[src/design/oamu_pkg.sv]
// Types and constants shared by the operand addressing mode unit.
`default_nettype none

package oamu_pkg;

   // Actions of a request item.
   localparam logic [1:0] ACT_DECODE    = 2'd0;
   localparam logic [1:0] ACT_WRITE_REG = 2'd1;
   localparam logic [1:0] ACT_WRITE_MEM = 2'd2;
   localparam logic [1:0] ACT_READ_REG  = 2'd3;

   // Operand formats.
   localparam logic [2:0] FMT_SSDD   = 3'd0;
   localparam logic [2:0] FMT_DD     = 3'd1;
   localparam logic [2:0] FMT_BRANCH = 3'd2;
   localparam logic [2:0] FMT_REG_SS = 3'd3;
   localparam logic [2:0] FMT_REG_DD = 3'd4;
   localparam logic [2:0] FMT_REG    = 3'd5;

   // Register addressing modes.
   localparam logic [2:0] MODE_REG       = 3'd0;
   localparam logic [2:0] MODE_REG_DEF   = 3'd1;
   localparam logic [2:0] MODE_AINC      = 3'd2;
   localparam logic [2:0] MODE_AINC_DEF  = 3'd3;
   localparam logic [2:0] MODE_ADEC      = 3'd4;
   localparam logic [2:0] MODE_ADEC_DEF  = 3'd5;
   localparam logic [2:0] MODE_INDEX     = 3'd6;
   localparam logic [2:0] MODE_INDEX_DEF = 3'd7;

   // Register used as the instruction pointer for index words.
   localparam logic [2:0] PC_REG = 3'd7;
   // First register that always steps by a full word.
   localparam logic [2:0] WORD_STEP_REG = 3'd6;

   // Which part of the opcode describes the operand in work.
   localparam logic [1:0] FLD_HIGH  = 2'd0; // mode and register in bits 11..6
   localparam logic [1:0] FLD_LOW   = 2'd1; // mode and register in bits 5..0
   localparam logic [1:0] FLD_REGHI = 2'd2; // register in bits 8..6, register mode
   localparam logic [1:0] FLD_REGLO = 2'd3; // register in bits 2..0, register mode

   // Datapath operations.
   localparam logic [3:0] DP_NOP        = 4'd0;
   localparam logic [3:0] DP_REG_WRITE  = 4'd1;
   localparam logic [3:0] DP_REG_READ   = 4'd2;
   localparam logic [3:0] DP_MEM_WRITE  = 4'd3;
   localparam logic [3:0] DP_BRANCH     = 4'd4;
   localparam logic [3:0] DP_OPND_START = 4'd5;
   localparam logic [3:0] DP_MEM_READ   = 4'd6;
   localparam logic [3:0] DP_INDEX      = 4'd7;
   localparam logic [3:0] DP_OPND_DATA  = 4'd8;

   typedef struct packed {
      logic [1:0]  action;
      logic [15:0] opcode;
      logic [2:0]  instr_format;
      logic        byte_mode;
      logic [2:0]  target_register;
      logic [15:0] write_address;
      logic [15:0] write_value;
   } req_item_type;

   typedef struct packed {
      logic        src_is_memory;
      logic [15:0] src_location;
      logic        dst_is_memory;
      logic [15:0] dst_location;
      logic [7:0]  branch_offset;
      logic [15:0] read_value;
   } rsp_item_type;

   typedef struct packed {
      logic        is_mem;
      logic [15:0] loc;
   } operand_type;

   typedef struct packed {
      logic       load;
      logic       publish;
      logic [3:0] op;
      logic [1:0] fld;
      logic       to_dst;
   } dp_cmd_type;

   typedef struct packed {
      logic [1:0] action;
      logic [2:0] instr_format;
      logic [2:0] mode;
   } dp_status_type;

endpackage

`default_nettype wire

[src/design/oamu_dp.sv]
// Datapath: register file, operand registers, address forming and output register.
`default_nettype none

module oamu_dp
   import oamu_pkg::*;
#(
   parameter int MEMORY_WORDS = 4096
) (
   input  wire logic                            clock,
   input  wire logic                            reset,
   input  wire req_item_type                    req_item,
   input  wire dp_cmd_type                      cmd,
   output dp_status_type                        status,
   output logic                                 ram_en,
   output logic                                 ram_we,
   output logic [$clog2(MEMORY_WORDS)-1:0]      ram_addr,
   output logic [15:0]                          ram_wdata,
   input  wire logic [15:0]                     ram_rdata,
   output rsp_item_type                         rsp_item
);

   localparam int AW = $clog2(MEMORY_WORDS);
   // The word index has 15 bits and the memory at least 256 words, so the
   // quotient fits in seven bits.
   localparam int SLOT_STEPS = 7;
   localparam int REM_W = 15 + SLOT_STEPS + 1;
   localparam logic [REM_W-1:0] WORDS_W = REM_W'(MEMORY_WORDS);

   // Word index of a byte address, wrapped at the memory size by restoring
   // subtraction of shifted copies of the size.
   function automatic logic [AW-1:0] mem_slot(input logic [15:0] byte_addr);
      logic [REM_W-1:0] rem;
      rem = {{(REM_W-15){1'b0}}, byte_addr[15:1]};
      for (int k = SLOT_STEPS - 1; k >= 0; k--) begin
         if (rem >= (WORDS_W << k)) begin
            rem = rem - (WORDS_W << k);
         end
      end
      return rem[AW-1:0];
   endfunction

   req_item_type item_ff;
   logic [15:0]  regs_ff [8];
   logic [15:0]  addr_ff, addr_in;
   operand_type  src_ff, dst_ff;
   logic [7:0]   branch_ff, branch_in;
   logic [15:0]  rv_ff, rv_in;
   rsp_item_type rsp_ff;

   logic [2:0]   cur_reg;
   logic [2:0]   cur_mode;
   logic [15:0]  step;
   logic [2:0]   rd_sel;
   logic [15:0]  rd_val;
   logic         wr_en;
   logic [2:0]   wr_sel;
   logic [15:0]  wr_val;
   logic         res_en;
   operand_type  res_val;
   logic [15:0]  sum;

   always_comb begin
      case (cmd.fld)
         FLD_HIGH: begin
            cur_reg  = item_ff.opcode[8:6];
            cur_mode = item_ff.opcode[11:9];
         end
         FLD_LOW: begin
            cur_reg  = item_ff.opcode[2:0];
            cur_mode = item_ff.opcode[5:3];
         end
         FLD_REGHI: begin
            cur_reg  = item_ff.opcode[8:6];
            cur_mode = MODE_REG;
         end
         default: begin
            cur_reg  = item_ff.opcode[2:0];
            cur_mode = MODE_REG;
         end
      endcase
   end

   // Byte steps apply to the general registers only; the stack pointer and
   // the instruction pointer always move by a word.
   assign step = (item_ff.byte_mode && (cur_reg < WORD_STEP_REG)) ? 16'd1 : 16'd2;

   always_comb begin
      if (cmd.op == DP_REG_READ) begin
         rd_sel = item_ff.target_register;
      end else if ((cmd.op == DP_OPND_START) &&
                   ((cur_mode == MODE_INDEX) || (cur_mode == MODE_INDEX_DEF))) begin
         rd_sel = PC_REG;
      end else begin
         rd_sel = cur_reg;
      end
   end

   assign rd_val = regs_ff[rd_sel];
   assign sum    = rd_val + ram_rdata;

   always_comb begin
      wr_en       = 1'b0;
      wr_sel      = cur_reg;
      wr_val      = rd_val;
      res_en      = 1'b0;
      res_val     = '0;
      addr_in     = addr_ff;
      branch_in   = branch_ff;
      rv_in       = rv_ff;
      ram_en      = 1'b0;
      ram_we      = 1'b0;
      ram_addr    = mem_slot(addr_ff);
      ram_wdata   = item_ff.write_value;
      case (cmd.op)
         DP_REG_WRITE: begin
            wr_en  = 1'b1;
            wr_sel = item_ff.target_register;
            wr_val = item_ff.write_value;
         end
         DP_REG_READ: begin
            rv_in = rd_val;
         end
         DP_MEM_WRITE: begin
            ram_en = 1'b1;
            ram_we = 1'b1;
         end
         DP_BRANCH: begin
            branch_in = item_ff.opcode[7:0];
         end
         DP_OPND_START: begin
            case (cur_mode)
               MODE_REG: begin
                  res_en      = 1'b1;
                  res_val.loc = {13'd0, cur_reg};
               end
               MODE_REG_DEF: begin
                  res_en         = 1'b1;
                  res_val.is_mem = 1'b1;
                  res_val.loc    = rd_val;
               end
               MODE_AINC: begin
                  res_en         = 1'b1;
                  res_val.is_mem = 1'b1;
                  res_val.loc    = rd_val;
                  wr_en          = 1'b1;
                  wr_val         = rd_val + step;
               end
               MODE_AINC_DEF: begin
                  addr_in = rd_val;
                  wr_en   = 1'b1;
                  wr_val  = rd_val + 16'd2;
               end
               MODE_ADEC: begin
                  wr_en          = 1'b1;
                  wr_val         = rd_val - step;
                  res_en         = 1'b1;
                  res_val.is_mem = 1'b1;
                  res_val.loc    = wr_val;
               end
               MODE_ADEC_DEF: begin
                  wr_en   = 1'b1;
                  wr_val  = rd_val - 16'd2;
                  addr_in = wr_val;
               end
               default: begin
                  // Both index modes fetch the index word at the instruction pointer.
                  addr_in = rd_val;
                  wr_en   = 1'b1;
                  wr_sel  = PC_REG;
                  wr_val  = rd_val + 16'd2;
               end
            endcase
         end
         DP_MEM_READ: begin
            ram_en = 1'b1;
         end
         DP_INDEX: begin
            if (cur_mode == MODE_INDEX) begin
               res_en         = 1'b1;
               res_val.is_mem = 1'b1;
               res_val.loc    = sum;
            end else begin
               addr_in = sum;
            end
         end
         DP_OPND_DATA: begin
            res_en         = 1'b1;
            res_val.is_mem = 1'b1;
            res_val.loc    = ram_rdata;
         end
         default: begin
            wr_en = 1'b0;
         end
      endcase
   end

   always_ff @(posedge clock) begin
      if (cmd.load) begin
         item_ff <= req_item;
         addr_ff <= req_item.write_address;
         rv_ff   <= 16'd0;
      end else begin
         addr_ff <= addr_in;
         rv_ff   <= rv_in;
      end
      if (cmd.publish) begin
         rsp_ff.src_is_memory <= src_ff.is_mem;
         rsp_ff.src_location  <= src_ff.loc;
         rsp_ff.dst_is_memory <= dst_ff.is_mem;
         rsp_ff.dst_location  <= dst_ff.loc;
         rsp_ff.branch_offset <= branch_ff;
         rsp_ff.read_value    <= rv_ff;
      end
   end

   always_ff @(posedge clock) begin
      if (reset) begin
         for (int i = 0; i < 8; i++) begin
            regs_ff[i] <= 16'd0;
         end
         src_ff    <= '0;
         dst_ff    <= '0;
         branch_ff <= 8'd0;
      end else begin
         if (wr_en) begin
            regs_ff[wr_sel] <= wr_val;
         end
         if (res_en && !cmd.to_dst) begin
            src_ff <= res_val;
         end
         if (res_en && cmd.to_dst) begin
            dst_ff <= res_val;
         end
         branch_ff <= branch_in;
      end
   end

   assign status.action       = item_ff.action;
   assign status.instr_format = item_ff.instr_format;
   assign status.mode         = cur_mode;
   assign rsp_item            = rsp_ff;

endmodule

`default_nettype wire

[config.mk]
export PLATFORM = sky130hd
export DESIGN_NAME = oamu_dp
export DESIGN_NICKNAME = d
export VERILOG_FILES = /design/src/design/oamu_pkg.sv /design/src/design/oamu_dp.sv
export SDC_FILE = /design/constraint.sdc
export NUM_CORES = 1
export LEC_CHECK = 0
export BUFFER_PORTS_ARGS = -buffer_cell sky130_fd_sc_hd__buf_2
export CAP_MARGIN = 30
export CORE_ASPECT_RATIO = 2
export CORE_UTILIZATION = 35
export DETAILED_ROUTE_END_ITERATION = 7
export PLACE_DENSITY = 0.55
export RECOVER_POWER = 100
export SKIP_LAST_GASP = 1
export SLEW_MARGIN = 30
export SYNTH_ARGS = -nofsm -noshare
export SYNTH_HDL_FRONTEND = slang
export SYNTH_SLANG_ARGS = --single-unit
[constraint.sdc]
create_clock -name clock -period 9.35 [get_ports clock]
set_input_delay 1.87 -clock clock [delete_from_list [all_inputs] [get_ports clock]]
set_output_delay 1.87 -clock clock [all_outputs]
set_load 0.02 [all_outputs]
==> results.cfg, run 1 <==
[clock_network]
clk_pin_slew_ps = 70
clock_sinks = 293
cts_tree = built
cts_made_buffers = 25
root_buffer = clkbuf_16
htree_num_levels = 1
post_cts_buffers = 0
clk_latency_ps = 560
cts_max_path_buffers = 3
ctsHoldBuffers = 0
cts-resized-gates = 0

[grt]
grt_pass1_vias = 13500
grt_pass1_wl_mm = 86.6
grt_max_degree = 59
grt_overflow = 0
groute.usage.overall_pct = 25.1
antenna_found_initial = 0

[sta]
setup_viol = 0
max_slew_margin_pct = -114
finalHoldViolCount = 0
fin_tns_setup_ps = 0
worstMarginPinSlew_ps = 3210
skew_ps = 20.8
fmax_mhz = 118
rsz0062_at_grt = no
min_period_ps = 8450
hold_slack_ps = 431
setup_ws_ps = 902
maxSlewViolCount = 139
timing.final.crit_share_pct = 90.4

[synth]
synth_xor_area_share_pct = 1.85
synth-edff-count = 235
ys_ff_latch = 293
synth_nets = 1630
synthCells = 1520
synth_ff_type = edfxtp_1
synth_warnings = 0
netlist_area_sq_mm = 0.0161
synth-async-reset-ratio_pct = 0
ys_seq_area_share_pct = 51.0
ys_types = 88
synth_top_family_by_area = compound AO/OA/AOI/OAI gates
synth_mux_area_share_pct = 6.12
synth-compound-area-share_pct = 17.6
synthSimpleGateAreaFrac_pct = 16.5
synth_area_per_cell_sq_um = 10.6
synthAdderAreaFrac_pct = 2.16

[place]
post-dp-hpwl_mm = 44.6
routabilityCongestion = 0.984
placed_area_sq_mm = 0.0175
io_buffers = 171
place_ws_ps = 1400

[critical_path]
crit_buf_inv = 5
endpoint_kind = flop
timing_worst_setup_path_type = primary input to flop
cp.arrival_ps = 8830
critical_path.cell_chain = clkbuf_1, nand4bb_1, clkbuf_1, a211oi_1, o22a_1, buf_4, mux4_2, nand2_1, o31ai_2, clkbuf_1, ha_1, nor3_1, o221ai_1, a31oi_1, xnor2_1, nor2_1, a2111oi_0, buf_4, a211oi_1
start_kind = primary input
crit_required_ps = 9730
cp_slowest_cell = a2111oi_0
cp_max_fo = 38
critical-path-max-stage-delay_ps = 890
cp_common_cell = clkbuf_1
path_delay_family = compound AO/OA/AOI/OAI gates

[power]
ir_drop_v = 0.000102
p_leak_nw = 6.17
p_per_area_mw_per_mm2 = 191

[route]
vias_per_cell = 6.04
drc = 0
num_vias = 13500
drt_wl_total_mm = 59.5
postRouteAntennaNets = 0
wl_per_cell_microns = 26.6
drtIter0Drc = 1169
drt_first_pass_iters = 5

[die]
die_area_sq_mm = 0.0469
pin_count = 180
die_x_microns = 154
rows = 110
die_h_microns = 305
start_util_pct = 35.7
coreArea_sq_mm = 0.0451

[cells_and_area]
final_nets = 1764
fin_area_sq_mm = 0.0181
drive_gt1_share_pct = 13.2
num_antenna_cells = 0
utilization_pct = 40.1
layout-area-overhead-vs-synth_pct = 12.6

[status]
violations = capacitance limit, slew limit
status = finished, violations left

[worst_hold_path]
hold_class = flop to flop

[flow_run]
cap_violations = 3
[synth_stat cells, types with 9 or more instances]
cell type / n / share of area [%]
nand4_1: 25 / 0.97
nand2_1: 102 / 2.4
nor2b_1: 15 / 0.58
o21ai_1: 16 / 0.50
a21o_1: 9 / 0.42
mux2i_1: 26 / 1.6
nor4_1: 13 / 0.51
o21ai_0: 37 / 1.2
nand3_1: 43 / 1.3
mux4_2: 28 / 3.9
a31oi_1: 17 / 0.66
edfxtp_1: 235 / 44
nor3b_1: 11 / 0.51
nor2_1: 183 / 4.3
o211ai_1: 10 / 0.47
xnor2_1: 25 / 1.4
buf_2: 13 / 0.40
buf_4: 29 / 1.4
clkbuf_1: 76 / 1.8
a311oi_1: 12 / 0.65
ha_1: 23 / 1.8
a211oi_1: 90 / 4.2
and3_1: 14 / 0.54
dfxtp_1: 58 / 7.2
inv_1: 31 / 0.72
a21oi_1: 96 / 3.0
or3_1: 27 / 1.0
xor2_1: 9 / 0.49
nor3_1: 54 / 1.7
or4_1: 9 / 0.42
nand2b_1: 11 / 0.43
[registers in the layout (all words and copies together), names as in the netlist]
signal	count
dst_ff	17
ram_wdata	16
status	5
src_ff	17
rv_ff	16
regs_ff	128
addr_ff	12
rsp_item	58
item_ff	16
branch_ff	8
[area by class of cell]
class | count | area [sq um]
repair buffers | 231 | 1100
multi-input cells | 1068 | 7160
inverters | 35 | 131
clock buffers | 34 | 732
fillers | 4500 | 27000
well taps | 560 | 701
flip-flops and latches | 293 | 8220
clock inverters | 11 | 77.6
[worst reg2reg max path: stages (launching register included)]
cell       delay (ps)
edfxtp_1          420
nand3_1           160
a211o_1           580
a21o_1            630
clkbuf_1          920
mux4_2            740
mux2i_1           180
buf_4             260
inv_1             120
ha_1              370
inv_1             100
o221ai_1          360
a31oi_1           170
xnor2_1           230
nor2_1             70
a2111oi_0         900
buf_4             260
a211oi_1           60
[cells by family after synthesis]
family,count (synthesis)
flip-flops,293
AND/OR/NAND/NOR,544
AO/OA/AOI/OAI,403
XOR/XNOR,34
multiplexers,61
buffers and inverters,159
adder cells (fa/ha/maj),26
[per-stage QoR]
step                      power, W  std cells
after global routing       0.00358       2232
final                      0.00345       2232
after floorplan            0.00211       1520
after CTS                  0.00347       2232
after global placement     0.00243       2186
after detailed placement   0.00244       2187
[per-layer routing]
layer | share of wire [%] | GRT usage [%] | vias up
met5 | 0 | 0 | -
met4 | 8.4 | 19.7 | 0
met3 | 5.7 | 3.54 | 211
met2 | 54 | 47.9 | 659
met1 | 32 | 23.6 | 6498
li1 | - | - | 6124
[cells in the final DEF (no fill, tap or decap), types with 8 or more instances in the layout]
cell and count:
nand2_1 102, edfxtp_1 235, nor2b_1 13, xor2_1 9
ha_1 23, o221ai_1 8, o211ai_1 10, o21ai_0 39
nand4_1 25, nor3_1 54, dfxtp_1 58, a21o_1 9
mux4_2 28, inv_1 32, or4_1 11, mux2i_1 26
or3_1 27, xnor2_1 25, nand2b_1 11, nor4_1 11
and3_1 14, buf_2 73, clkbuf_1 124, nand3_1 43
nor2_1 180, a211oi_1 91, a311oi_1 12, nor3b_1 11
a21oi_1 96, a31oi_1 17, buf_4 38, clkbuf_16 27
o21ai_1 14
[final timing paths]
path	from	endpoint	slack, ps	cells past startpoint
max reg2reg	item_ff[44]$_DFFE_PP_	src_ff[8]$_SDFFE_PP0P_	2660	17
min	rv_ff[12]$_SDFFE_PP0P_	rsp_item[12]$_DFFE_PP_	430	0
max	cmd[5]	src_ff[8]$_SDFFE_PP0P_	900	19
min reg2reg	rv_ff[12]$_SDFFE_PP0P_	rsp_item[12]$_DFFE_PP_	430	0
[power breakdown]
group	internal, W	switching, W	total (W)	leakage (nW)
Combinational	0.000278	0.000629	0.000907	2.91
Clock	0.000555	0.000486	0.00104	0.396
Sequential	0.00147	0.0000325	0.00151	2.87
Total	0.00231	0.00115	0.00345	6.17
No activity file was read; power rests on OpenSTA's default activity.
==> inputs of run 2 (changes only) <==
Settings changed: BUFFER_PORTS_ARGS -buffer_cell sky130_fd_sc_hd__buf_2 to unset, DONT_BUFFER_PORTS set to 1, PLACE_DENSITY 0.55 to 0.52.
==> results.cfg, run 2 (synthesis gave the netlist of run 1 again) <==
[status]
status = finished, violations left
violations = capacitance limit, slew limit

[cells_and_area]
mostFrequentLayoutCells = edfxtp_1 (235), nor2_1 (183), nand2_1 (102)
fill_cells = 4439
num_antenna_cells = 0
layout-area-overhead-vs-synth_pct = 8.50
final_common_cell = edfxtp_1
regMostFlops = regs_ff
utilization_pct = 38.7
drive_gt1_share_pct = 9.79
largest_reg_flops = 128
final_nets = 1591

[sta]
max_slew_margin_pct = -52.3
maxSlewViolCount = 42
timing.final.crit_share_pct = 87.9
rsz0062_at_grt = no
setup_viol = 0
worstMarginPinSlew_ps = 2280
min_period_ps = 8220
skew_ps = 32.4
fin_tns_setup_ps = 0
finalHoldViolCount = 0
hold_slack_ps = 429
fmax_mhz = 122

[die]
pin_count = 180
start_util_pct = 35.7
rows = 110
die_x_microns = 154
die_area_sq_mm = 0.0469
die_h_microns = 305
coreArea_sq_mm = 0.0451

[power]
ir_drop_v = 0.0000968
p_per_area_mw_per_mm2 = 200
p_leak_nw = 5.82

[clock_network]
clk_pin_slew_ps = 70
cts_made_buffers = 27
post_cts_buffers = 0
cts_max_path_buffers = 3
cts_tree = built
htree_num_levels = 1
clk_latency_ps = 580
root_buffer = clkbuf_16
cts-resized-gates = 0
clock_sinks = 293
ctsHoldBuffers = 0

[worst_hold_path]
hp-start = dst_ff[11]$_SDFFE_PP0P_
worstHoldPathCells = 0
hold_class = flop to flop
hold_end = rsp_item[35]$_DFFE_PP_

[grt]
grt_max_degree = 78
grt_pass1_wl_mm = 83.9
groute.usage.overall_pct = 24.6
grt_pass1_vias = 12500
antenna_found_initial = 0
grt_overflow = 0

[critical_path]
cp.arrival_ps = 8480
timing_worst_setup_path_type = primary input to flop
r2r_setup_slack_ps = 2550
endpoint_kind = flop
cp_max_fo = 25
start_kind = primary input
r2r-start = item_ff[41]$_DFFE_PP_
critical-path-max-stage-delay_ps = 1700
reg2reg_depth = 14
critical_path.cell_chain = or4b_1, mux2_4, nor2_1, mux2i_1, ha_1, inv_1, fa_1, or3_1, a2111o_1, o41ai_1, xnor2_1, a221oi_1, clkbuf_1, nor2_1
crit_required_ps = 9620
rr_endpoint = regs_ff[2][4]$_SDFFCE_PN0P_
cp_common_cell = nor2_1
cp_slowest_cell = nor2_1

[place]
io_buffers = 0
routabilityCongestion = 0.987
post-dp-hpwl_mm = 44.0

[route]
drt_wl_total_mm = 58.2
vias_per_cell = 6.14
drc = 0
num_vias = 12700
drt_first_pass_iters = 8
wl_per_cell_microns = 28.2
drtIter0Drc = 870
postRouteAntennaNets = 0

[flow_run]
cap_violations = 2
==> run 2: critical path, delay by kind of cell <==
family,cells,cell delay [ps]
xor+xnor,1,110
buf+inv,2,520
compound gates,3,1120
simple gates,4,2980
fa+ha+maj,2,730
mux,2,1140
==> run 2: power breakdown <==
| part | switching [W] | total [W] | internal [W] |
|---|---|---|---|
| clock | 0.000500 | 0.00115 | 0.000652 |
| sequential | 0.0000707 | 0.00155 | 0.00148 |
| combinational | 0.000547 | 0.000799 | 0.000252 |
| total | 0.00112 | 0.00350 | 0.00238 |
==> run 2: area by class of cell <==
| cell class | instances | area (sq um) | area share (%) |
|---|---|---|---|
| tap | 560 | 701 | 4.01 |
| inverter | 35 | 131 | 0.752 |
| timing repair buffer | 56 | 349 | 2.00 |
| multi-input combinational | 1068 | 7140 | 40.9 |
| clock inverter | 14 | 143 | 0.817 |
| clock buffer | 36 | 783 | 4.48 |
| sequential | 293 | 8220 | 47.0 |
==> run 2: worst max path at each step <==
stage | startpoint | end | depth (start not counted)
finish | cmd[3] | regs_ff[2][4]$_SDFFCE_PN0P_ | 14
CTS | cmd[3] | regs_ff[4][15]$_SDFFCE_PN0P_ | 14
floorplan | cmd[1] | regs_ff[0][12]$_SDFFCE_PN0P_ | 18
global placement | cmd[3] | src_ff[8]$_SDFFE_PP0P_ | 13
detailed placement | cmd[3] | regs_ff[4][15]$_SDFFCE_PN0P_ | 14
global route | cmd[3] | regs_ff[3][10]$_SDFFCE_PN0P_ | 12
==> run 2: metal layers <==
layer	part of all wire [%]	GRT usage, %	vias to the layer above
li1	-	-	5772
met1	31	22.2	6122
met2	55	47.7	558
met3	5.3	3.83	215
met4	8.7	19.2	0
met5	0	0	-
==> run 2: per-stage QoR <==
step | setup slack (ps) | instances | area, sq um | total power [W]
3_3_place_gp | 1420 | 2009 | 16600 | 0.00236
4_1_cts | 2130 | 2060 | 17600 | 0.00352
6_report | 1130 | 2062 | 17500 | 0.00350
2_1_floorplan | 2040 | 1520 | 16100 | 0.00211
3_5_place_dp | 1530 | 2010 | 16700 | 0.00237
5_1_grt | 889 | 2062 | 17500 | 0.00362
