[config.mk]
export PLATFORM = sky130hd
export DESIGN_NAME = oamu_ctrl
export DESIGN_NICKNAME = d
export VERILOG_FILES = /design/src/design/oamu_pkg.sv /design/src/design/oamu_ctrl.sv
export SDC_FILE = /design/constraint.sdc
export NUM_CORES = 1
export LEC_CHECK = 0
export BUFFER_PORTS_ARGS = -buffer_cell sky130_fd_sc_hd__clkbuf_2
export CAP_MARGIN = 0
export CORE_AREA = 8 8 45 47
export CTS_BUF_LIST = sky130_fd_sc_hd__clkbuf_4
export CTS_CLUSTER_DIAMETER = 60
export CTS_CLUSTER_SIZE = 24
export DETAILED_ROUTE_END_ITERATION = 16
export DIE_AREA = 0 0 53 55
export PLACE_DENSITY = 0.7
export SYNTH_ARGS = -nofsm -noshare
export SYNTH_HDL_FRONTEND = slang
export SYNTH_SLANG_ARGS = --single-unit
[constraint.sdc]
create_clock -name clock -period 1.6 [get_ports clock]
set_input_delay 0.16 -clock clock [delete_from_list [all_inputs] [get_ports clock]]
set_output_delay 0.16 -clock clock [all_outputs]
set_load 0.02 [all_outputs]
[src/design/oamu_pkg.sv]
// Types and constants shared by the operand addressing mode unit.
`default_nettype none

package oamu_pkg;

   // Actions of a request item.
   localparam logic [1:0] ACT_DECODE    = 2'd0;
   localparam logic [1:0] ACT_WRITE_REG = 2'd1;
   localparam logic [1:0] ACT_WRITE_MEM = 2'd2;
   localparam logic [1:0] ACT_READ_REG  = 2'd3;

   // Operand formats.
   localparam logic [2:0] FMT_SSDD   = 3'd0;
   localparam logic [2:0] FMT_DD     = 3'd1;
   localparam logic [2:0] FMT_BRANCH = 3'd2;
   localparam logic [2:0] FMT_REG_SS = 3'd3;
   localparam logic [2:0] FMT_REG_DD = 3'd4;
   localparam logic [2:0] FMT_REG    = 3'd5;

   // Register addressing modes.
   localparam logic [2:0] MODE_REG       = 3'd0;
   localparam logic [2:0] MODE_REG_DEF   = 3'd1;
   localparam logic [2:0] MODE_AINC      = 3'd2;
   localparam logic [2:0] MODE_AINC_DEF  = 3'd3;
   localparam logic [2:0] MODE_ADEC      = 3'd4;
   localparam logic [2:0] MODE_ADEC_DEF  = 3'd5;
   localparam logic [2:0] MODE_INDEX     = 3'd6;
   localparam logic [2:0] MODE_INDEX_DEF = 3'd7;

   // Register used as the instruction pointer for index words.
   localparam logic [2:0] PC_REG = 3'd7;
   // First register that always steps by a full word.
   localparam logic [2:0] WORD_STEP_REG = 3'd6;

   // Which part of the opcode describes the operand in work.
   localparam logic [1:0] FLD_HIGH  = 2'd0; // mode and register in bits 11..6
   localparam logic [1:0] FLD_LOW   = 2'd1; // mode and register in bits 5..0
   localparam logic [1:0] FLD_REGHI = 2'd2; // register in bits 8..6, register mode
   localparam logic [1:0] FLD_REGLO = 2'd3; // register in bits 2..0, register mode

   // Datapath operations.
   localparam logic [3:0] DP_NOP        = 4'd0;
   localparam logic [3:0] DP_REG_WRITE  = 4'd1;
   localparam logic [3:0] DP_REG_READ   = 4'd2;
   localparam logic [3:0] DP_MEM_WRITE  = 4'd3;
   localparam logic [3:0] DP_BRANCH     = 4'd4;
   localparam logic [3:0] DP_OPND_START = 4'd5;
   localparam logic [3:0] DP_MEM_READ   = 4'd6;
   localparam logic [3:0] DP_INDEX      = 4'd7;
   localparam logic [3:0] DP_OPND_DATA  = 4'd8;

   typedef struct packed {
      logic [1:0]  action;
      logic [15:0] opcode;
      logic [2:0]  instr_format;
      logic        byte_mode;
      logic [2:0]  target_register;
      logic [15:0] write_address;
      logic [15:0] write_value;
   } req_item_type;

   typedef struct packed {
      logic        src_is_memory;
      logic [15:0] src_location;
      logic        dst_is_memory;
      logic [15:0] dst_location;
      logic [7:0]  branch_offset;
      logic [15:0] read_value;
   } rsp_item_type;

   typedef struct packed {
      logic        is_mem;
      logic [15:0] loc;
   } operand_type;

   typedef struct packed {
      logic       load;
      logic       publish;
      logic [3:0] op;
      logic [1:0] fld;
      logic       to_dst;
   } dp_cmd_type;

   typedef struct packed {
      logic [1:0] action;
      logic [2:0] instr_format;
      logic [2:0] mode;
   } dp_status_type;

endpackage

`default_nettype wire

[src/design/oamu_ctrl.sv]
// Controller state machine that sequences actions and operand resolution.
`default_nettype none

module oamu_ctrl
   import oamu_pkg::*;
(
   input  wire logic          clock,
   input  wire logic          reset,
   input  wire logic          req_valid,
   output logic               req_ready,
   output logic               rsp_valid,
   input  wire logic          rsp_ready,
   input  wire dp_status_type status,
   output dp_cmd_type         cmd
);

   localparam logic [2:0] S_IDLE       = 3'd0;
   localparam logic [2:0] S_DISPATCH   = 3'd1;
   localparam logic [2:0] S_OPND       = 3'd2;
   localparam logic [2:0] S_IDX_ISSUE  = 3'd3;
   localparam logic [2:0] S_IDX_DATA   = 3'd4;
   localparam logic [2:0] S_OPND_ISSUE = 3'd5;
   localparam logic [2:0] S_OPND_DATA  = 3'd6;
   localparam logic [2:0] S_FINISH     = 3'd7;

   logic [2:0] state_ff, state_in;
   logic       second_ff, second_in;
   logic       rsp_valid_ff, rsp_valid_in;
   logic [1:0] fld;
   logic       to_dst;
   logic       has_second;
   logic       opnd_done;

   // Operand order per format: the first operand is always resolved completely
   // before the second, since both may step the same registers.
   always_comb begin
      fld        = FLD_LOW;
      to_dst     = 1'b1;
      has_second = 1'b0;
      case (status.instr_format)
         FMT_SSDD: begin
            fld        = second_ff ? FLD_LOW : FLD_HIGH;
            to_dst     = second_ff;
            has_second = 1'b1;
         end
         FMT_REG_SS: begin
            fld        = second_ff ? FLD_REGHI : FLD_LOW;
            to_dst     = second_ff;
            has_second = 1'b1;
         end
         FMT_REG_DD: begin
            fld        = second_ff ? FLD_LOW : FLD_REGHI;
            to_dst     = second_ff;
            has_second = 1'b1;
         end
         FMT_REG: begin
            fld = FLD_REGLO;
         end
         default: begin
            fld = FLD_LOW;
         end
      endcase
   end

   always_comb begin
      state_in    = state_ff;
      second_in   = second_ff;
      opnd_done   = 1'b0;
      cmd         = '0;
      cmd.op      = DP_NOP;
      cmd.fld     = fld;
      cmd.to_dst  = to_dst;
      case (state_ff)
         S_IDLE: begin
            if (req_valid) begin
               cmd.load  = 1'b1;
               second_in = 1'b0;
               state_in  = S_DISPATCH;
            end
         end
         S_DISPATCH: begin
            state_in = S_FINISH;
            case (status.action)
               ACT_DECODE: begin
                  case (status.instr_format)
                     FMT_SSDD, FMT_DD, FMT_REG_SS, FMT_REG_DD, FMT_REG: begin
                        state_in = S_OPND;
                     end
                     FMT_BRANCH: begin
                        cmd.op = DP_BRANCH;
                     end
                     default: begin
                        cmd.op = DP_NOP;
                     end
                  endcase
               end
               ACT_WRITE_REG: cmd.op = DP_REG_WRITE;
               ACT_WRITE_MEM: cmd.op = DP_MEM_WRITE;
               ACT_READ_REG:  cmd.op = DP_REG_READ;
               default:       cmd.op = DP_NOP;
            endcase
         end
         S_OPND: begin
            cmd.op = DP_OPND_START;
            case (status.mode)
               MODE_AINC_DEF, MODE_ADEC_DEF: state_in = S_OPND_ISSUE;
               MODE_INDEX, MODE_INDEX_DEF:   state_in = S_IDX_ISSUE;
               default:                      opnd_done = 1'b1;
            endcase
         end
         S_IDX_ISSUE: begin
            cmd.op   = DP_MEM_READ;
            state_in = S_IDX_DATA;
         end
         S_IDX_DATA: begin
            cmd.op = DP_INDEX;
            if (status.mode == MODE_INDEX) begin
               opnd_done = 1'b1;
            end else begin
               state_in = S_OPND_ISSUE;
            end
         end
         S_OPND_ISSUE: begin
            cmd.op   = DP_MEM_READ;
            state_in = S_OPND_DATA;
         end
         S_OPND_DATA: begin
            cmd.op    = DP_OPND_DATA;
            opnd_done = 1'b1;
         end
         S_FINISH: begin
            // The output register is free or is emptied in this cycle.
            if (!rsp_valid_ff || rsp_ready) begin
               cmd.publish = 1'b1;
               state_in    = S_IDLE;
            end
         end
         default: begin
            state_in = S_IDLE;
         end
      endcase

      if (opnd_done) begin
         if (has_second && !second_ff) begin
            second_in = 1'b1;
            state_in  = S_OPND;
         end else begin
            state_in = S_FINISH;
         end
      end
   end

   always_comb begin
      if (cmd.publish) begin
         rsp_valid_in = 1'b1;
      end else if (rsp_ready) begin
         rsp_valid_in = 1'b0;
      end else begin
         rsp_valid_in = rsp_valid_ff;
      end
   end

   always_ff @(posedge clock) begin
      if (reset) begin
         state_ff     <= S_IDLE;
         second_ff    <= 1'b0;
         rsp_valid_ff <= 1'b0;
      end else begin
         state_ff     <= state_in;
         second_ff    <= second_in;
         rsp_valid_ff <= rsp_valid_in;
      end
   end

   assign req_ready = (state_ff == S_IDLE);
   assign rsp_valid = rsp_valid_ff;

endmodule

`default_nettype wire

==> summary.md, run 1 <==
| Metric | Value |
|---|---|
| Status | `finished clean` |
| P_leak | `0.321 nW` |
| Pre-CTS WS | `0.126 ns` |
| Vias in the first global route | `562` |
| Final worst path period share | `94.4%` |
| Number of CTS-inserted buffers | `3` |
| Final min period | `1.51 ns` |
| Hold path startpoint | `reset` |
| ANT nets after route | `0` |
| First-pass DRT Iterations | `4` |
| Placed insts | `112` |
| Die Footprint | `2920 um^2` |
| Register area share after synthesis | `18.4%` |
| WL/cell | `12.4 um` |
| Hold Vio Cnt, Final | `0` |
| CTS Hold Bufs | `0` |
| Area delta synth->final | `28.0%` |
| Sequential Power Share | `21.4%` |
| Gate Count Post-Synth | `77` |
| Synth unique cells | `29` |
| Fillers | `143` |
| DP Wirelength | `1.19 mm` |
| Max Fanout on Critical Path | `12` |
| PwrDens | `1480 nW/um^2` |
| Clock-pin slew on the worst setup and hold paths | `0.05 ns` |
| Clk sink count | `5` |
| Initial antenna violation count | `0` |
| Critical Path RT | `1.44 ns` |
| Critical path class | `register to primary output` |
| Core ar. | `1380 um^2` |
| Largest net degree at the start of global routing | `13` |
| Syn nets | `93` |
| Nets | `117` |
| Final worst slack | `0.0898 ns` |
| Yosys reg bits | `5` |
| Endpoint type of the worst setup path | `primary output` |
| Cell Area, Synth | `544 um^2` |
| Multi-input logic area | `393 um^2` |
| Residual DRC | `0` |
| Worst hold path class | `input pin to register` |
| Htree depth | `1` |
| Worst path arrival time | `1.35 ns` |
| Root buffer cell | `clkbuf_4` |
| Worst rel slew slack | `80.4%` |
| FMAX | `662 MHz` |
| Most common cell after layout, fill and taps aside | `clkbuf_2` |
| Die Height | `55 um` |
| Max IR drop VDD | `818 uV` |
| DR vias/cell | `5.38` |
| Most frequent cells in the layout | `clkbuf_2 (22), nor2_1 (8), a21oi_1 (8)` |
| Final Routed Wirelength | `1.44 mm` |
| Logic pwr share | `64.0%` |
| Die width | `53 um` |
| GR Overflow Total | `0` |
| Syn Area/Cell | `7.07 um^2` |
| Worst setup SP type | `register` |
| Sequential cell area | `105 um^2` |
| Pint | `0.000529 W` |
| Yosys warning total | `0` |
| IO Pins | `23` |
| DRT iter0 DRCs | `13` |
| Reg2reg start | `state_ff[1]` |
| Gpl congestion | `0.902` |
| Clock share of power | `14.6%` |
| Layout cells sized above 1 | `32.0%` |
| Initial Util | `39.3%` |
| Wire length of the first global-routing pass | `2.34 mm` |
| Postcts setup bufs | `0` |
| FP Rows | `14` |
| Via Count | `624` |
| CTS Buffer Depth | `2` |
| RSZ-0062 raised after global routing | `no` |
| Worst-Skew Late Latency | `0.25 ns` |
| GRT Util Overall | `10.3%` |
| Non-Filler Instances | `116` |
| Setup Skew | `0.00627 ns` |
| PortBufs | `22` |
| Sw Share | `48.7%` |
| Antenna Cells | `0` |
| Psw | `0.000503 W` |
| Max_cap viols | `0` |
| CTS tree | `yes` |
| Max Slew Vio Count | `0` |
| Final setup violation count | `0` |
| Tightest Pin Transition | `0.292 ns` |
| Critical Path Start | `state_ff[1]` |
| Setup_tns | `0 ns` |
| Power, Total | `0.00103 W` |
per-stage QoR:
step / instance area, um^2 / hold slack (ns) / utilization (%)
floorplan: 549 / 0.229 / -
global placement: 664 / 0.399 / 48.0
detailed placement: 664 / 0.402 / 48.0
CTS: 693 / 0.136 / 50.1
global route: 697 / 0.121 / 50.4
finish: 697 / 0.137 / 50.4
Yosys cell counts (all sizes together):
| cell type | n | area share (%) |
|---|---|---|
| nand3 | 4 | 3.7 |
| ha | 4 | 9.2 |
| a21boi | 2 | 2.8 |
| nor2b | 2 | 2.3 |
| a221o | 1 | 1.8 |
| maj3 | 1 | 1.8 |
| or3 | 1 | 1.2 |
| nand2 | 2 | 1.4 |
| buf | 5 | 5.5 |
| and2 | 1 | 1.2 |
| a21oi | 8 | 7.4 |
| o21ai | 1 | 0.92 |
| o211ai | 2 | 2.8 |
| nor3 | 3 | 2.8 |
| or3b | 1 | 1.6 |
| dfxtp | 5 | 18 |
| a211o | 1 | 1.6 |
| or2 | 1 | 1.2 |
| o31a | 1 | 1.6 |
| a221oi | 1 | 1.6 |
| o22ai | 1 | 1.2 |
| nor2 | 8 | 5.5 |
| nand2b | 4 | 4.6 |
| inv | 7 | 4.8 |
| nand3b | 4 | 5.5 |
| nand4 | 1 | 1.2 |
| a31oi | 3 | 3.4 |
| nand4b | 2 | 3.2 |
power by group through the flow:
stage / Sequential, W / Clock, W / Combinational (W)
CTS: 0.000217 / 0.000156 / 0.000663
detailed placement: 0.000219 / 0 / 0.000657
global route: 0.000231 / 0.000170 / 0.000721
floorplan: 0.000187 / 0 / 0.000497
global placement: 0.000216 / 0 / 0.000658
finish: 0.000221 / 0.000151 / 0.000661
state kept, by name, indices dropped and copies added, names as in the netlist:
signal     cells
rsp_valid      1
second_ff      1
state_ff       3
cell type report:
type,instances,share of cell area (%)
clock buffers,3,3.23
clock inverters,1,0.718
inverters,7,3.77
multi-input cells,60,56.4
flip-flops and latches,5,15.1
well taps,16,2.87
repair buffers,24,18.0
final timing paths:
check | depth (start not counted) | slack (ns) | to
hold reg to reg | 2 | 0.52 | second_ff
setup reg to reg | 4 | 0.18 | state_ff[0]
setup / recovery | 4 | 0.09 | cmd[4]
hold / removal | 2 | 0.14 | state_ff[0]
layer usage:
layer	global-route usage, %	share of wire (%)
met1	11.4	41
met2	17.2	51
met3	4.28	7.8
met4	4.31	0
met5	0	0
critical path: stages, from the launching register on:
cell      delay (ns)
dfxtp_4         0.38
or3_1           0.37
a21oi_1         0.15
a21oi_1         0.05
clkbuf_2        0.15
logic make-up (layout without fill, tap and decap cells):
family	Yosys count	count (layout)	share of synthesized area (%)
AO/OA/AOI/OAI	21	21	25.1
adder cells (fa/ha/maj)	5	5	11.0
buffers and inverters	12	35	10.3
flip-flops	5	5	18.4
AND/OR/NAND/NOR	34	34	35.2
timing repair:
| action | in CTS | in global routing |
|---|---|---|
| gates resized for setup | 1 | 2 |
| endpoints found under the setup margin | 1 | 3 |
| pin swaps | 0 | 0 |
No activity file was read; power rests on OpenSTA's default activity.
==> inputs of run 2 (changes only) <==
--- a/config.mk
+++ b/config.mk
@@ -7,13 +7,13 @@
 export LEC_CHECK = 0
 export BUFFER_PORTS_ARGS = -buffer_cell sky130_fd_sc_hd__clkbuf_2
 export CAP_MARGIN = 0
-export CORE_AREA = 8 8 45 47
+export CORE_MARGIN = 8
+export CORE_UTILIZATION = 23
 export CTS_BUF_LIST = sky130_fd_sc_hd__clkbuf_4
 export CTS_CLUSTER_DIAMETER = 60
 export CTS_CLUSTER_SIZE = 24
 export DETAILED_ROUTE_END_ITERATION = 16
-export DIE_AREA = 0 0 53 55
-export PLACE_DENSITY = 0.7
+export GPL_TIMING_DRIVEN = 0
 export SYNTH_ARGS = -nofsm -noshare
 export SYNTH_HDL_FRONTEND = slang
 export SYNTH_SLANG_ARGS = --single-unit
==> run 2 against run 1 <==
Cell count rose by 17%. Wire length rose by 14%. Sequential cell count did not move. Register-to-register slack got worse by 0.05 ns. Count of clock-buffer cells in the layout rose by 1. Cell area rose by 15%. Sequential share of layout area fell by 2.3 points. Critical path depth rose by 1. Total power rose by 16%. Combinational power rose by 24%. Largest cell class unchanged. Critical endpoint unchanged. Clock skew fell by 0.00058 ns.
==> summary.md, run 2 (synthesized netlist as in run 1, its figures left out) <==
| Metric | Value |
|---|---|
| Final Core Density | `36.0%` |
| Htree depth | `1` |
| Vias in the first global route | `610` |
| CTS Buffer Depth | `2` |
| Root buffer cell | `clkbuf_4` |
| Worst path arrival time | `1.37 ns` |
| Die Height | `64.6 um` |
| Max_cap viols | `0` |
| Antenna Cells | `0` |
| Layout cells sized above 1 | `41.7%` |
| P_leak | `0.368 nW` |
| Max Slew Vio Count | `0` |
| Worst r2r dst | `state_ff[0]` |
| Worst-Skew Late Latency | `0.25 ns` |
| Max Fanout on Critical Path | `5` |
| Setup crit end | `cmd[4]` |
| R2R depth | `4` |
| PwrDens | `1490 nW/um^2` |
| Reg2reg start | `state_ff[2]` |
| Critical path class | `register to primary output` |
| Worst rel slew slack | `79.8%` |
| GR peak layer | `met2` |
| Most frequent cells in the layout | `clkbuf_2 (20), buf_4 (9), nor2_1 (7), inv_1 (7), a21oi_1 (7)` |
| Slowest cell on the critical path | `dfxtp_2` |
| Non-Filler Instances | `136` |
| Via Count | `655` |
| WL/cell | `12.1 um` |
| Met3 Track Usage GR | `1.89%` |
| Status | `finished clean` |
| Top reg by flops | `state_ff` |
| Max IR drop VDD | `461 uV` |
| Reg2Reg Setup Slack | `0.13 ns` |
| DP Wirelength | `1.26 mm` |
| Area delta synth->final | `47.8%` |
| Worst-path cell chain | `buf_6, or3_4, a21oi_2, a21oi_1, buf_4` |
| Nets | `125` |
| GRT Util Overall | `7.86%` |
| Clk sink count | `5` |
| Most common cell after layout, fill and taps aside | `clkbuf_2` |
| Clock-pin slew on the worst setup and hold paths | `0.05 ns` |
| Worst hold path class | `input pin to register` |
| GRT met1 Usage | `8.95%` |
| Initial antenna violation count | `0` |
| GR Overflow Total | `0` |
| Tightest Pin Transition | `0.300 ns` |
| Endpoint type of the worst setup path | `primary output` |
| PortBufs | `22` |
| CP peak stage delay | `0.33 ns` |
| Grt met2 use | `12.5%` |
| FP Rows | `17` |
| Core ar. | `2230 um^2` |
| Critical Path Start | `state_ff[1]` |
| Max reg flops | `3` |
| Delay-heaviest family, CP | `flip-flops` |
| DRT iter0 DRCs | `28` |
| DR vias/cell | `4.82` |
| CP bufs+invs | `2` |
| Minimum hold slack | `0.139 ns` |
| FMAX | `656 MHz` |
| Die width | `64.6 um` |
| Critical Path RT | `1.44 ns` |
| ANT nets after route | `0` |
| Final worst path period share | `95.3%` |
| Residual DRC | `0` |
| Wire length of the first global-routing pass | `2.67 mm` |
| CTS tree | `yes` |
| Die Footprint | `4180 um^2` |
| First-pass DRT Iterations | `4` |
| Gpl congestion | `0.820` |
| Hold Vio Cnt, Final | `0` |
| Setup Skew | `0.00568 ns` |
| Initial Util | `24.4%` |
| Placed insts | `127` |
| Cell area after layout | `805 um^2` |
| CP Depth | `5` |
| Number of CTS-inserted buffers | `3` |
| Final setup violation count | `0` |
| Largest net degree at the start of global routing | `11` |
| IO Pins | `23` |
| Worst setup SP type | `register` |
| Final Routed Wirelength | `1.65 mm` |
| Final min period | `1.53 ns` |
| Placed inst area | `694 um^2` |
run 2: layout make-up:
type	instances	area (um^2)
sequential	5	103
fill	248	1430
multi-input combinational	60	415
tap	28	35.0
timing repair buffer	27	150
buffer	5	45.0
clock buffer	4	30.0
inverter	7	26.3
run 2: worst reg2reg max path, delay by kind of cell, from the launching register on:
| kind | cells | cell delay [ns] |
|---|---|---|
| simple gates | 1 | 0.41 |
| flops | 1 | 0.39 |
| compound gates | 3 | 0.59 |
run 2: worst min path at each step:
stage / start / slack (ns) / endpoint / cells past startpoint
3_3_place_gp: reset / 0.40 / second_ff / 2
5_1_grt: reset / 0.15 / second_ff / 2
4_1_cts: reset / 0.13 / second_ff / 2
2_1_floorplan: reset / 0.23 / rsp_valid / 1
3_5_place_dp: reset / 0.40 / second_ff / 2
6_report: reset / 0.14 / second_ff / 2
run 2: power breakdown:
part | switching [W] | internal (W)
Combinational | 0.000447 | 0.000371
Sequential | 0.0000420 | 0.000165
Clock | 0.0000604 | 0.000112
run 2: per-layer routing:
layer / share of wire [%] / vias to the layer above
met1: 44 / 294
met5: 0 / -
met4: 1.6 / 0
met2: 48 / 22
met3: 6.7 / 2
li1: - / 337
run 2: through the flow:
stage	setup TNS (ns)	setup WS, ns	total power, W
floorplan	0	0.155	0.000684
global placement	0	0.187	0.000875
detailed placement	0	0.180	0.000884
CTS	0	0.00780	0.00110
global route	-0.00141	-0.00141	0.00129
finish	0	0.0745	0.00120
run 2: timing repair:
| item | CTS | global route |
|---|---|---|
| gates cloned | 0 | 1 |
| hold buffers | 0 | 0 |
| pin swaps | 1 | 2 |
| endpoints found under the setup margin | 2 | 4 |
| buffers inserted | 0 | 4 |
| gates resized for setup | 6 | 12 |
==> inputs of run 3 (changes only) <==
--- a/config.mk
+++ b/config.mk
@@ -7,6 +7,8 @@
 export LEC_CHECK = 0
 export BUFFER_PORTS_ARGS = -buffer_cell sky130_fd_sc_hd__clkbuf_2
 export CAP_MARGIN = 0
+export CELL_PAD_IN_SITES_DETAIL_PLACEMENT = 1
+export CELL_PAD_IN_SITES_GLOBAL_PLACEMENT = 2
 export CORE_MARGIN = 8
 export CORE_UTILIZATION = 23
 export CTS_BUF_LIST = sky130_fd_sc_hd__clkbuf_4
@@ -14,6 +16,7 @@
 export CTS_CLUSTER_SIZE = 24
 export DETAILED_ROUTE_END_ITERATION = 16
 export GPL_TIMING_DRIVEN = 0
+export PLACE_DENSITY_LB_ADDON = 0.1
 export SYNTH_ARGS = -nofsm -noshare
 export SYNTH_HDL_FRONTEND = slang
 export SYNTH_SLANG_ARGS = --single-unit
==> run 3 against run 2 <==
Non-clock buffer count shrank 1. Total power shrank 0.37%. Setup slack is essentially flat. Largest power group unchanged.
==> summary.md, run 3 (synthesized netlist as in run 1, its figures left out) <==
| Metric | Value |
|---|---|
| Status | `finished clean` |
| Slowest cell on the critical path | `dfxtp_2` |
| Hold path startpoint | `reset` |
| WL/cell | `12.5 um` |
| Antenna Cells | `0` |
| Pint | `0.000655 W` |
| FP Rows | `17` |
| Sw Share | `45.1%` |
| Final min period | `1.53 ns` |
| Reg2reg start | `state_ff[1]` |
| Clk sink count | `5` |
| Psw | `0.000537 W` |
| CTS Hold Bufs | `0` |
| Critical path class | `register to primary output` |
| Wire length of the first global-routing pass | `2.86 mm` |
| WHS Path Cells | `2` |
| ANT nets after route | `0` |
| R2R depth | `6` |
| Via Count | `636` |
| CP peak stage delay | `0.33 ns` |
| Clock share of power | `13.8%` |
| Setup Skew | `0.00468 ns` |
| Worst rel slew slack | `77.9%` |
| CTS tree | `yes` |
| Logic pwr share | `68.8%` |
| Hold Vio Cnt, Final | `0` |
| Final worst path period share | `95.3%` |
| Critical Path RT | `1.44 ns` |
| Die Height | `64.6 um` |
| Reg2Reg Setup Slack | `0.13 ns` |
| Final setup violation count | `0` |
| Initial antenna violation count | `0` |
| Non-Filler Instances | `135` |
| PwrDens | `1500 nW/um^2` |
| Worst-Skew Late Latency | `0.24 ns` |
| DRT iter0 DRCs | `8` |
| Clock-pin slew on the worst setup and hold paths | `0.05 ns` |
| Htree depth | `1` |
| IO Pins | `23` |
| DP Wirelength | `1.37 mm` |
| Most common cell after layout, fill and taps aside | `clkbuf_2` |
| Max reg flops | `3` |
| Max_cap viols | `0` |
| Die width | `64.6 um` |
| RSZ-0062 raised after global routing | `no` |
| Die Footprint | `4180 um^2` |
| Gpl congestion | `0.795` |
| Vias in the first global route | `663` |
| Worst setup SP type | `register` |
| Core ar. | `2230 um^2` |
| CTS Buffer Depth | `2` |
| Final Routed Wirelength | `1.69 mm` |
| Max Slew Vio Count | `0` |
| Top reg by flops | `state_ff` |
| Root buffer cell | `clkbuf_4` |
| Most frequent cells in the layout | `clkbuf_2 (20), buf_4 (8), nor2_1 (7), inv_1 (7), a21oi_1 (7)` |
| Worst r2r dst | `state_ff[2]` |
| Hold endpoint | `state_ff[0]` |
| GR Overflow Total | `0` |
| Number of CTS-inserted buffers | `3` |
| Placed insts | `127` |
| GRT Util Overall | `8.45%` |
| Layout cells sized above 1 | `40.2%` |
| Worst hold path class | `input pin to register` |
| Power, Total | `0.00119 W` |
| Tightest Pin Transition | `0.330 ns` |
| Max IR drop VDD | `500 uV` |
| CP bufs+invs | `2` |
| Endpoint type of the worst setup path | `primary output` |
| Nets | `124` |
| Delay-heaviest family, CP | `flip-flops` |
| Initial Util | `24.4%` |
| Residual DRC | `0` |
| Area delta synth->final | `45.7%` |
| Fillers | `296` |
| Worst-path cell chain | `buf_6, or3_4, a21oi_2, a21oi_1, buf_4` |
| PortBufs | `22` |
| Worst path arrival time | `1.37 ns` |
| Sequential Power Share | `17.5%` |
| DR vias/cell | `4.71` |
| FMAX | `656 MHz` |
| Max Fanout on Critical Path | `8` |
| Largest net degree at the start of global routing | `11` |
| P_leak | `0.363 nW` |
| First-pass DRT Iterations | `4` |
-- run 3: cell types whose count changed in the layout (fill, tap and decap cells not counted) --
cell / delta
a31oi_1: +1
a31oi_2: -1
buf_2: -1
buf_4: -1
buf_6: +1
dfxtp_1: -1
dfxtp_2: +1
nand3_1: +1
nand3_2: -1
-- run 3: metal layers --
| layer | global-route usage (%) | vias to the layer above | share of wire [%] |
|---|---|---|---|
| li1 | - | 337 | - |
| met3 | 2.23 | 2 | 4.8 |
| met1 | 10.8 | 280 | 51 |
| met2 | 12.4 | 17 | 43 |
| met5 | 0 | - | 0 |
| met4 | 4.90 | 0 | 1.2 |
-- run 3: power by group through the flow --
stage	Sequential [W]	Clock, W	Combinational, W
4_1_cts	0.000200	0.000171	0.000747
6_report	0.000208	0.000164	0.000820
5_1_grt	0.000213	0.000185	0.000913
3_5_place_dp	0.000195	0	0.000699
3_3_place_gp	0.000194	0	0.000704
2_1_floorplan	0.000187	0	0.000497
-- run 3: what timing repair did --
item                                    in CTS  in global routing
pin swaps                                    1                  2
endpoints found under the setup margin       2                  4
resized for setup                            8                 10
buffers inserted                             0                  4
-- run 3: worst max path at each step --
stage	end	cells after the start	slack (ns)	from
global placement	cmd[3]	6	0.14	state_ff[0]
finish	cmd[4]	5	0.07	state_ff[1]
global route	cmd[5]	5	0.005	state_ff[1]
CTS	cmd[4]	5	-0.0002	state_ff[1]
detailed placement	cmd[3]	6	0.13	state_ff[0]
floorplan	second_ff	5	0.16	state_ff[1]
-- run 3: cell type report --
class	instances	area (um^2)	share of cell area (%)
clock buffer	4	30.0	3.79
multi-input combinational	60	404	50.9
inverter	7	26.3	3.31
buffer	5	48.8	6.15
timing repair buffer	26	145	18.3
sequential	5	104	13.1
tap	28	35.0	4.42
-- run 3: per-stage QoR --
step / setup WS [ns] / cell area (um^2) / setup TNS [ns] / util (%) / hold WS (ns)
after floorplan: 0.155 / 549 / 0 / - / 0.229
after global placement: 0.136 / 694 / 0 / 31.1 / 0.413
after detailed placement: 0.125 / 694 / 0 / 31.1 / 0.416
after CTS: -0.000154 / 743 / -0.000154 / 33.3 / 0.151
after global routing: 0.00492 / 793 / 0 / 35.5 / 0.159
final: 0.0746 / 793 / 0 / 35.5 / 0.155
